`src/hw/rtl/ifwt_pkg.sv`:
```
// shared types, codes and reset values for the in-flight frame window tracker
`timescale 1ns / 1ps
package ifwt_pkg;

    localparam int DEF_MAX_PENDING = 32;

    localparam int KIND_W  = 2;
    localparam int ID_W    = 32;
    localparam int TIME_W  = 32;
    localparam int WIN_W   = 6;
    localparam int THR_W   = 16;
    localparam int CFG_IDX_W  = 3;
    localparam int CFG_DATA_W = 16;
    localparam int OUT_CNT_W  = 6;
    localparam int IN_DATA_W  = 32;
    localparam int OUT_DATA_W = 72;

    // item kinds
    localparam logic [KIND_W-1:0] KIND_TICK   = 2'd0;
    localparam logic [KIND_W-1:0] KIND_SUBMIT = 2'd1;
    localparam logic [KIND_W-1:0] KIND_ACK    = 2'd2;

    // register indexes
    localparam logic [CFG_IDX_W-1:0] REG_WINDOW_BASE  = 3'd0;
    localparam logic [CFG_IDX_W-1:0] REG_WINDOW_MID   = 3'd1;
    localparam logic [CFG_IDX_W-1:0] REG_WINDOW_HIGH  = 3'd2;
    localparam logic [CFG_IDX_W-1:0] REG_RTT_MID_THR  = 3'd3;
    localparam logic [CFG_IDX_W-1:0] REG_RTT_HIGH_THR = 3'd4;
    localparam logic [CFG_IDX_W-1:0] REG_MIN_TIMEOUT  = 3'd5;

    // register reset values
    localparam logic [WIN_W-1:0] RST_WINDOW_BASE  = 6'd16;
    localparam logic [WIN_W-1:0] RST_WINDOW_MID   = 6'd20;
    localparam logic [WIN_W-1:0] RST_WINDOW_HIGH  = 6'd24;
    localparam logic [THR_W-1:0] RST_RTT_MID_THR  = 16'd50;
    localparam logic [THR_W-1:0] RST_RTT_HIGH_THR = 16'd100;
    localparam logic [THR_W-1:0] RST_MIN_TIMEOUT  = 16'd120;

    typedef struct packed {
        logic [ID_W-1:0]   id;
        logic [TIME_W-1:0] sent;
    } t_entry;

    // per-cell control from the sequencer
    typedef struct packed {
        logic shift;
        logic load;
    } t_cell_ctl;

    typedef enum logic [3:0] {
        S_IDLE = 4'b0001,
        S_EXEC = 4'b0010,
        S_POP  = 4'b0100,
        S_DONE = 4'b1000
    } t_state;

endpackage

```
`src/hw/rtl/ifwt_cell.sv`:
```
// one slot of the pending-frame chain: loads a new entry or takes its neighbour's
`timescale 1ns / 1ps
module ifwt_cell (
    input  logic              i_clk,
    input  ifwt_pkg::t_cell_ctl i_ctl,
    input  ifwt_pkg::t_entry  i_next,
    input  ifwt_pkg::t_entry  i_new,
    output ifwt_pkg::t_entry  o_entry
);
    import ifwt_pkg::*;

    t_entry r_entry;

    always_ff @(posedge i_clk) begin
        if (i_ctl.load) begin
            r_entry <= i_new;
        end else if (i_ctl.shift) begin
            r_entry <= i_next;
        end
    end

    assign o_entry = r_entry;

endmodule

```
`src/hw/rtl/inflight_frame_window_tracker_core.sv`:
```
// top level: sequencer, configuration registers and the chain of pending-frame cells
`timescale 1ns / 1ps
// Tracks sent but unacknowledged frames in a chain of MAX_PENDING cells, the
// oldest frame always in the first cell. One word in gives one word out. A tick,
// a submit or an unused kind passes through the exec and done states; an ack goes
// from exec to the pop state, which drops one entry from the chain's head each
// cycle while the head id is at most the acked one, and then on to done. The
// next word is taken once the result is offered, never while one is in progress.
// A result held back by the receiver stalls the following word in its done state
// until the output register is free. A new word is taken while a finished result
// still waits at the output. Configuration is to be written through the plain
// write port only while the block is idle; the block itself does not enforce this.
module inflight_frame_window_tracker_core #(
    parameter int MAX_PENDING = ifwt_pkg::DEF_MAX_PENDING
) (
    input  logic                              i_clk,
    input  logic                              i_rst_n,
    // input words
    input  logic                              s_axis_tvalid,
    output logic                              s_axis_tready,
    input  logic [ifwt_pkg::IN_DATA_W-1:0]    s_axis_tdata,  // [31:0] ack_frame_id
    input  logic [ifwt_pkg::KIND_W-1:0]       s_axis_tuser,  // [1:0] kind
    // result words
    output logic                              m_axis_tvalid,
    input  logic                              m_axis_tready,
    // [0] granted, [32:1] assigned_frame_id, [33] window_flushed,
    // [65:34] measured_rtt_ms, [71:66] pending_count
    output logic [ifwt_pkg::OUT_DATA_W-1:0]   m_axis_tdata,
    // configuration
    input  logic                              i_cfg_wr_en,
    input  logic [ifwt_pkg::CFG_IDX_W-1:0]    i_cfg_index,
    input  logic [ifwt_pkg::CFG_DATA_W-1:0]   i_cfg_data
);
    import ifwt_pkg::*;

    localparam int CW = $clog2(MAX_PENDING + 1);
    localparam int IW = $clog2(MAX_PENDING);
    localparam logic [CW-1:0] MAX_CNT = CW'(MAX_PENDING);

    t_state r_state, n_state;
    logic [KIND_W-1:0] r_kind, n_kind;
    logic [ID_W-1:0]   r_ack, n_ack;
    logic [CW-1:0]     r_count, n_count;
    logic [TIME_W-1:0] r_clock, n_clock;
    logic [ID_W-1:0]   r_next_id, n_next_id;
    logic [TIME_W-1:0] r_last_rtt, n_last_rtt;

    logic              r_granted, n_granted;
    logic [ID_W-1:0]   r_assigned, n_assigned;
    logic              r_flushed, n_flushed;
    logic [TIME_W-1:0] r_rtt, n_rtt;

    logic                  r_out_valid, n_out_valid;
    logic [OUT_DATA_W-1:0] r_out_data, n_out_data;

    logic [WIN_W-1:0] r_win_base, r_win_mid, r_win_high;
    logic [THR_W-1:0] r_rtt_mid_thr, r_rtt_high_thr, r_min_timeout;

    // chain wiring
    t_entry    w_cell_q   [MAX_PENDING];
    t_entry    w_cell_nxt [MAX_PENDING];
    t_cell_ctl w_cell_ctl [MAX_PENDING];
    t_entry    w_new_entry;

    logic [WIN_W-1:0]  w_window;
    logic              w_room;
    logic [TIME_W-1:0] w_age;
    logic [TIME_W:0]   w_timeout;
    logic              w_stale;
    logic              w_flush;
    logic              w_admit;
    logic [CW-1:0]     w_base_count;
    logic              w_write;
    logic [IW-1:0]     w_wr_idx;
    logic              w_pop;
    logic              w_out_free;

    assign w_new_entry = '{id: r_next_id, sent: r_clock};

    // window chosen from the last rtt, high threshold tested first
    always_comb begin
        if (r_last_rtt > TIME_W'(r_rtt_high_thr)) begin
            w_window = r_win_high;
        end else if (r_last_rtt > TIME_W'(r_rtt_mid_thr)) begin
            w_window = r_win_mid;
        end else begin
            w_window = r_win_base;
        end
    end

    // saturating the window at the store size is the same as also needing count < size
    assign w_room = (TIME_W'(r_count) < TIME_W'(w_window)) && (r_count < MAX_CNT);

    assign w_age = r_clock - w_cell_q[0].sent;

    always_comb begin
        if ({r_last_rtt, 1'b0} < (TIME_W + 1)'(r_min_timeout)) begin
            w_timeout = (TIME_W + 1)'(r_min_timeout);
        end else begin
            w_timeout = {r_last_rtt, 1'b0};
        end
    end

    assign w_stale = {1'b0, w_age} > w_timeout;

    assign w_flush      = !w_room && (r_count != '0) && w_stale;
    assign w_admit      = w_room || w_flush;
    assign w_base_count = w_flush ? '0 : r_count;
    assign w_write      = (r_state == S_EXEC) && (r_kind == KIND_SUBMIT)
                          && w_admit && (w_base_count < MAX_CNT);
    assign w_wr_idx     = w_base_count[IW-1:0];

    assign w_pop = (r_state == S_POP) && (r_count != '0) && (w_cell_q[0].id <= r_ack);

    assign w_out_free = !r_out_valid || m_axis_tready;

    genvar g;
    generate
        for (g = 0; g < MAX_PENDING; g++) begin : g_cell
            if (g == MAX_PENDING - 1) begin : g_last
                assign w_cell_nxt[g] = w_cell_q[g];
            end else begin : g_mid
                assign w_cell_nxt[g] = w_cell_q[g + 1];
            end

            assign w_cell_ctl[g].shift = w_pop;
            assign w_cell_ctl[g].load  = w_write && (w_wr_idx == IW'(g));

            ifwt_cell u_cell (
                .i_clk   (i_clk),
                .i_ctl   (w_cell_ctl[g]),
                .i_next  (w_cell_nxt[g]),
                .i_new   (w_new_entry),
                .o_entry (w_cell_q[g])
            );
        end
    endgenerate

    always_comb begin
        n_state     = r_state;
        n_kind      = r_kind;
        n_ack       = r_ack;
        n_count     = r_count;
        n_clock     = r_clock;
        n_next_id   = r_next_id;
        n_last_rtt  = r_last_rtt;
        n_granted   = r_granted;
        n_assigned  = r_assigned;
        n_flushed   = r_flushed;
        n_rtt       = r_rtt;
        n_out_valid = r_out_valid && !m_axis_tready;
        n_out_data  = r_out_data;

        unique case (r_state)
            S_IDLE: begin
                if (s_axis_tvalid) begin
                    n_kind     = s_axis_tuser;
                    n_ack      = s_axis_tdata[ID_W-1:0];
                    n_granted  = 1'b0;
                    n_assigned = '0;
                    n_flushed  = 1'b0;
                    n_rtt      = '0;
                    n_state    = S_EXEC;
                end
            end
            S_EXEC: begin
                n_state = S_DONE;
                unique case (r_kind)
                    KIND_TICK: begin
                        n_clock = r_clock + 1'b1;
                    end
                    KIND_SUBMIT: begin
                        n_flushed = w_flush;
                        n_count   = w_base_count;
                        if (w_write) begin
                            n_count    = w_base_count + 1'b1;
                            n_granted  = 1'b1;
                            n_assigned = r_next_id;
                            n_next_id  = r_next_id + 1'b1;
                        end
                    end
                    KIND_ACK: begin
                        n_state = S_POP;
                    end
                    default: begin
                        n_state = S_DONE;
                    end
                endcase
            end
            S_POP: begin
                if (w_pop) begin
                    n_count    = r_count - 1'b1;
                    n_rtt      = w_age;
                    n_last_rtt = w_age;
                end else begin
                    n_state = S_DONE;
                end
            end
            S_DONE: begin
                if (w_out_free) begin
                    n_out_valid = 1'b1;
                    n_out_data  = {OUT_CNT_W'(r_count), r_rtt, r_flushed, r_assigned, r_granted};
                    n_state     = S_IDLE;
                end
            end
            default: begin
                n_state = S_IDLE;
            end
        endcase
    end

    always_ff @(posedge i_clk) begin
        if (!i_rst_n) begin
            r_state     <= S_IDLE;
            r_count     <= '0;
            r_clock     <= '0;
            r_next_id   <= '0;
            r_last_rtt  <= '0;
            r_out_valid <= 1'b0;
        end else begin
            r_state     <= n_state;
            r_count     <= n_count;
            r_clock     <= n_clock;
            r_next_id   <= n_next_id;
            r_last_rtt  <= n_last_rtt;
            r_out_valid <= n_out_valid;
        end
    end

    always_ff @(posedge i_clk) begin
        r_kind     <= n_kind;
        r_ack      <= n_ack;
        r_granted  <= n_granted;
        r_assigned <= n_assigned;
        r_flushed  <= n_flushed;
        r_rtt      <= n_rtt;
        r_out_data <= n_out_data;
    end

    always_ff @(posedge i_clk) begin
        if (!i_rst_n) begin
            r_win_base     <= RST_WINDOW_BASE;
            r_win_mid      <= RST_WINDOW_MID;
            r_win_high     <= RST_WINDOW_HIGH;
            r_rtt_mid_thr  <= RST_RTT_MID_THR;
            r_rtt_high_thr <= RST_RTT_HIGH_THR;
            r_min_timeout  <= RST_MIN_TIMEOUT;
        end else if (i_cfg_wr_en) begin
            unique case (i_cfg_index)
                REG_WINDOW_BASE:  r_win_base     <= i_cfg_data[WIN_W-1:0];
                REG_WINDOW_MID:   r_win_mid      <= i_cfg_data[WIN_W-1:0];
                REG_WINDOW_HIGH:  r_win_high     <= i_cfg_data[WIN_W-1:0];
                REG_RTT_MID_THR:  r_rtt_mid_thr  <= i_cfg_data[THR_W-1:0];
                REG_RTT_HIGH_THR: r_rtt_high_thr <= i_cfg_data[THR_W-1:0];
                REG_MIN_TIMEOUT:  r_min_timeout  <= i_cfg_data[THR_W-1:0];
                default: begin
                end
            endcase
        end
    end

    assign s_axis_tready = (r_state == S_IDLE);
    assign m_axis_tvalid = r_out_valid;
    assign m_axis_tdata  = r_out_data;

endmodule

```
`config.mk`:
```
export PLATFORM = sky130hd
export DESIGN_NAME = inflight_frame_window_tracker_core
export DESIGN_NICKNAME = d
export VERILOG_FILES = /design/src/hw/rtl/ifwt_pkg.sv /design/src/hw/rtl/ifwt_cell.sv /design/src/hw/rtl/inflight_frame_window_tracker_core.sv
export SDC_FILE = /design/constraint.sdc
export NUM_CORES = 2
export LEC_CHECK = 0
export BUFFER_PORTS_ARGS = -buffer_cell sky130_fd_sc_hd__buf_4
export CAP_MARGIN = 20
export CORE_MARGIN = 8
export CORE_UTILIZATION = 45
export DETAILED_ROUTE_END_ITERATION = 8
export SYNTH_ARGS = -nofsm -noshare
export SYNTH_HDL_FRONTEND = slang
export SYNTH_SLANG_ARGS = --single-unit
```
`constraint.sdc`:
```
create_clock -name i_clk -period 9.2 [get_ports i_clk]
set_input_delay 0.92 -clock i_clk [delete_from_list [all_inputs] [get_ports i_clk]]
set_output_delay 0.92 -clock i_clk [all_outputs]
set_load 0.01 [all_outputs]
```
==> reports/metrics.csv <==
metric,value,unit
drtIter0Drc,4098,
core_area,232000,um2
grt.total_usage,19.2,%
synthCells,6378,
dp_hpwl,150000,um
hold_ws,0.187,ns
clkLatencyLatePin,0.92,ns
reg2reg_to,g_cell[13].u_cell.o_entry[50]$_DFFE_PP_,
cts_resized,0,
synthAdderAreaFrac,1.87,%
wl_per_cell,25.2,um
leakagePower,39.6,nW
worstSetupPathType,register to register,
synth_top_family_by_area,multiplexers,
yosys.area_share.simple,3.33,%
synth_edf_count,2220,
grt_pass1_vias,57900,
drc,0,
setup_viol,0,
cts_sinks,2393,
timing_hold_violations_final,0,
synthTopCellsByArea,"edfxtp_1, mux2_2, mux2_1",
cp_max_fo,47,
synth_compound_area_share,2.38,%
cts_max_level,5,
overflow,0,
yosysUniqueCellTypes,76,
holdBufCountCts,0,
ir_worst_vdd,0.000196,V
min_path_cells,1,
drive_gt1_share,33.9,%
p_per_area,191,nW/um2
cts_tree,yes,
hold_path.class,input port to register,
crit_arrival,8.58,ns
routed_wl,243000,um
syn_nets,6592,
finalCriticalPeriod,7.95,ns
hold_start,s_axis_tdata[16],
yosysWarnings,0,
slew_violations,0,
die_area,248000,um2
end_kind,register,
setup_tns,0,ns
tightest_slew,1.09,ns
die_w,498,um
initial_utilization,45.1,%
cts_buffers,274,
grt_pass1_wl,370000,um
place_congestion,0.832,
routed_via_density,5.63,
antenna_found_initial,7,
vias,54400,
synth_seq_cells,2393,
num_rows,177,
ys_seq_area_share,67.0,%
io-pin-count,132,
rsz0062_at_grt,no,
max_cap_violations,0,
post-route-period-util,86.4,%
worstRegToRegCells,25,
async_flop_share,0,%
grt_max_degree,84,
cts_setup_buffers,0,
drtAntennaViolNets,0,
fmax,126,MHz
syn_avg_cell_area,16.4,um2
yosysTopAreaCell,edfxtp_1,
fin_skew,0.0661,ns
reg2reg_slack,1.25,ns
synth_top_area_share,63.7,%
synth_ff_type,edfxtp_1,
synth_mux_area_share,21.8,%
synth.top_cells.by_count,"edfxtp_1, mux2_2, mux2_1",
outcome,finished clean,
start_kind,register,
path_clk_slew,0.06,ns
synth_xor_area_share,0.426,%
r2r_start,r_clock[1]$_SDFFE_PN0P_,
numPortBuffers,131,
fin_nets,6639,
cp.required,9.83,ns
yosysMostFrequentCell,edfxtp_1,
syn-cell-area,105000,um2
area_growth,11.6,%
die_h,498,um
min_to,r_ack[16]$_DFFE_PP_,
firstDrtPassIters,5,
cts_max_path_buffers,4,
cts-root-buf,clkbuf_16,
relSlewSlack,27.2,%
kinds of logic (layout without fill, tap and decap cells):
group                    count (synthesis)  after routing
AND/OR/NAND/NOR                        703            703
AO/OA/AOI/OAI                          372            372
flip-flops                            2393           2393
adder cells (fa/ha/maj)                156            156
multiplexers                          2036           2036
buffers and inverters                  667            897
other                                    0              7
XOR/XNOR                                51             51
metal layers:
metal | up-vias | routed length (um) | global-route usage [%] | share of wire [%]
met5 | - | 0 | 0 | 0
met4 | 0 | 5350 | 4.71 | 2.2
met3 | 352 | 9840 | 2.89 | 4.0
met2 | 1110 | 125000 | 34.5 | 52
met1 | 28400 | 103000 | 24.4 | 42
li1 | 24500 | - | - | -
worst max path at each step:
stage                                                   end                     from
floorplan             g_cell[0].u_cell.o_entry[0]$_DFFE_PP_  r_clock[0]$_SDFFE_PN0P_
global placement     g_cell[6].u_cell.o_entry[50]$_DFFE_PP_  r_clock[0]$_SDFFE_PN0P_
detailed placement   g_cell[6].u_cell.o_entry[51]$_DFFE_PP_  r_clock[1]$_SDFFE_PN0P_
CTS                  g_cell[6].u_cell.o_entry[55]$_DFFE_PP_  r_clock[1]$_SDFFE_PN0P_
global route        g_cell[13].u_cell.o_entry[50]$_DFFE_PP_  r_clock[1]$_SDFFE_PN0P_
finish              g_cell[13].u_cell.o_entry[50]$_DFFE_PP_  r_clock[1]$_SDFFE_PN0P_
per-stage QoR:
stage / worst slack, ns / cell area, um2 / utilization (%) / cells / power [mW]
floorplan: 1.04 / 105000 / - / 6378 / 12.1
global placement: 0.979 / 108000 / 46.7 / 9188 / 12.2
detailed placement: 1.07 / 108000 / 46.7 / 9189 / 12.2
CTS: 0.983 / 117000 / 50.3 / 9648 / 22.6
finish: 1.25 / 117000 / 50.4 / 9658 / 22.3
global route: 0.853 / 117000 / 50.3 / 9653 / 22.9
cell usage in the layout (no fill, tap or decap), drive strengths merged, types with 24 or more instances in the layout:
cell type and n:
a21o 25, a21oi 119, and2 62, and3 37, buf 280, clkbuf 348, clkinv 84, dfxtp 173
edfxtp 2220, ha 155, inv 164, mux2 1984, mux2i 52, nand2 232, nand2b 37, nand3 62
nand4 51, nor2 132, o211ai 25, o21ai 59, o311ai 24, xor2 33
flip-flops by register name (all words and copies together) (netlist names), 16 cells and up:
register and cells:
r_rtt 32, r_clock 32, r_rtt_high_thr 16, m_axis_tdata 72, r_last_rtt 32, r_rtt_mid_thr 16
g_cell.u_cell.o_entry 2048, r_next_id 32, r_assigned 32, r_ack 32, r_min_timeout 16
critical path, cell delays in order (launching register included):
cell       delay, ns
dfxtp_1         0.54
fa_1            0.55
a211oi_1        0.29
o21ai_0         0.21
and3_1          0.25
o21ai_1         0.37
o21ai_0         0.18
nand2_1         0.12
a31oi_1         0.16
or2_2           0.32
xor2_1          0.15
ha_1            0.34
a21oi_1         0.13
o21ai_0         0.16
a2111oi_0       0.46
o41ai_1         0.14
a211oi_1        0.30
a21oi_1         0.11
buf_4           0.20
nand2_1         0.24
nand2_1         0.15
inv_1           0.08
ha_1            0.61
and2_4          0.48
buf_4           0.61
mux2_1          0.38
final cells by class:
cell class	count	area, um2
multi-input combinational	3318	31600
timing repair buffer	280	2340
sequential	2393	70200
clock inverter	111	972
inverter	158	596
tap	3043	3810
antenna	7	17.5
clock buffer	348	7330
fill	19100	115000
report_power, final:
group | internal (mW) | leakage, nW | total, mW | switching [mW]
Clock | 6.08 | 4.06 | 10.3 | 4.23
Sequential | 11.8 | 21.5 | 11.8 | 0.0280
Combinational | 0.0610 | 14.0 | 0.185 | 0.124
Total | 17.9 | 39.6 | 22.3 | 4.38
Power figures use the tool's default switching activity.
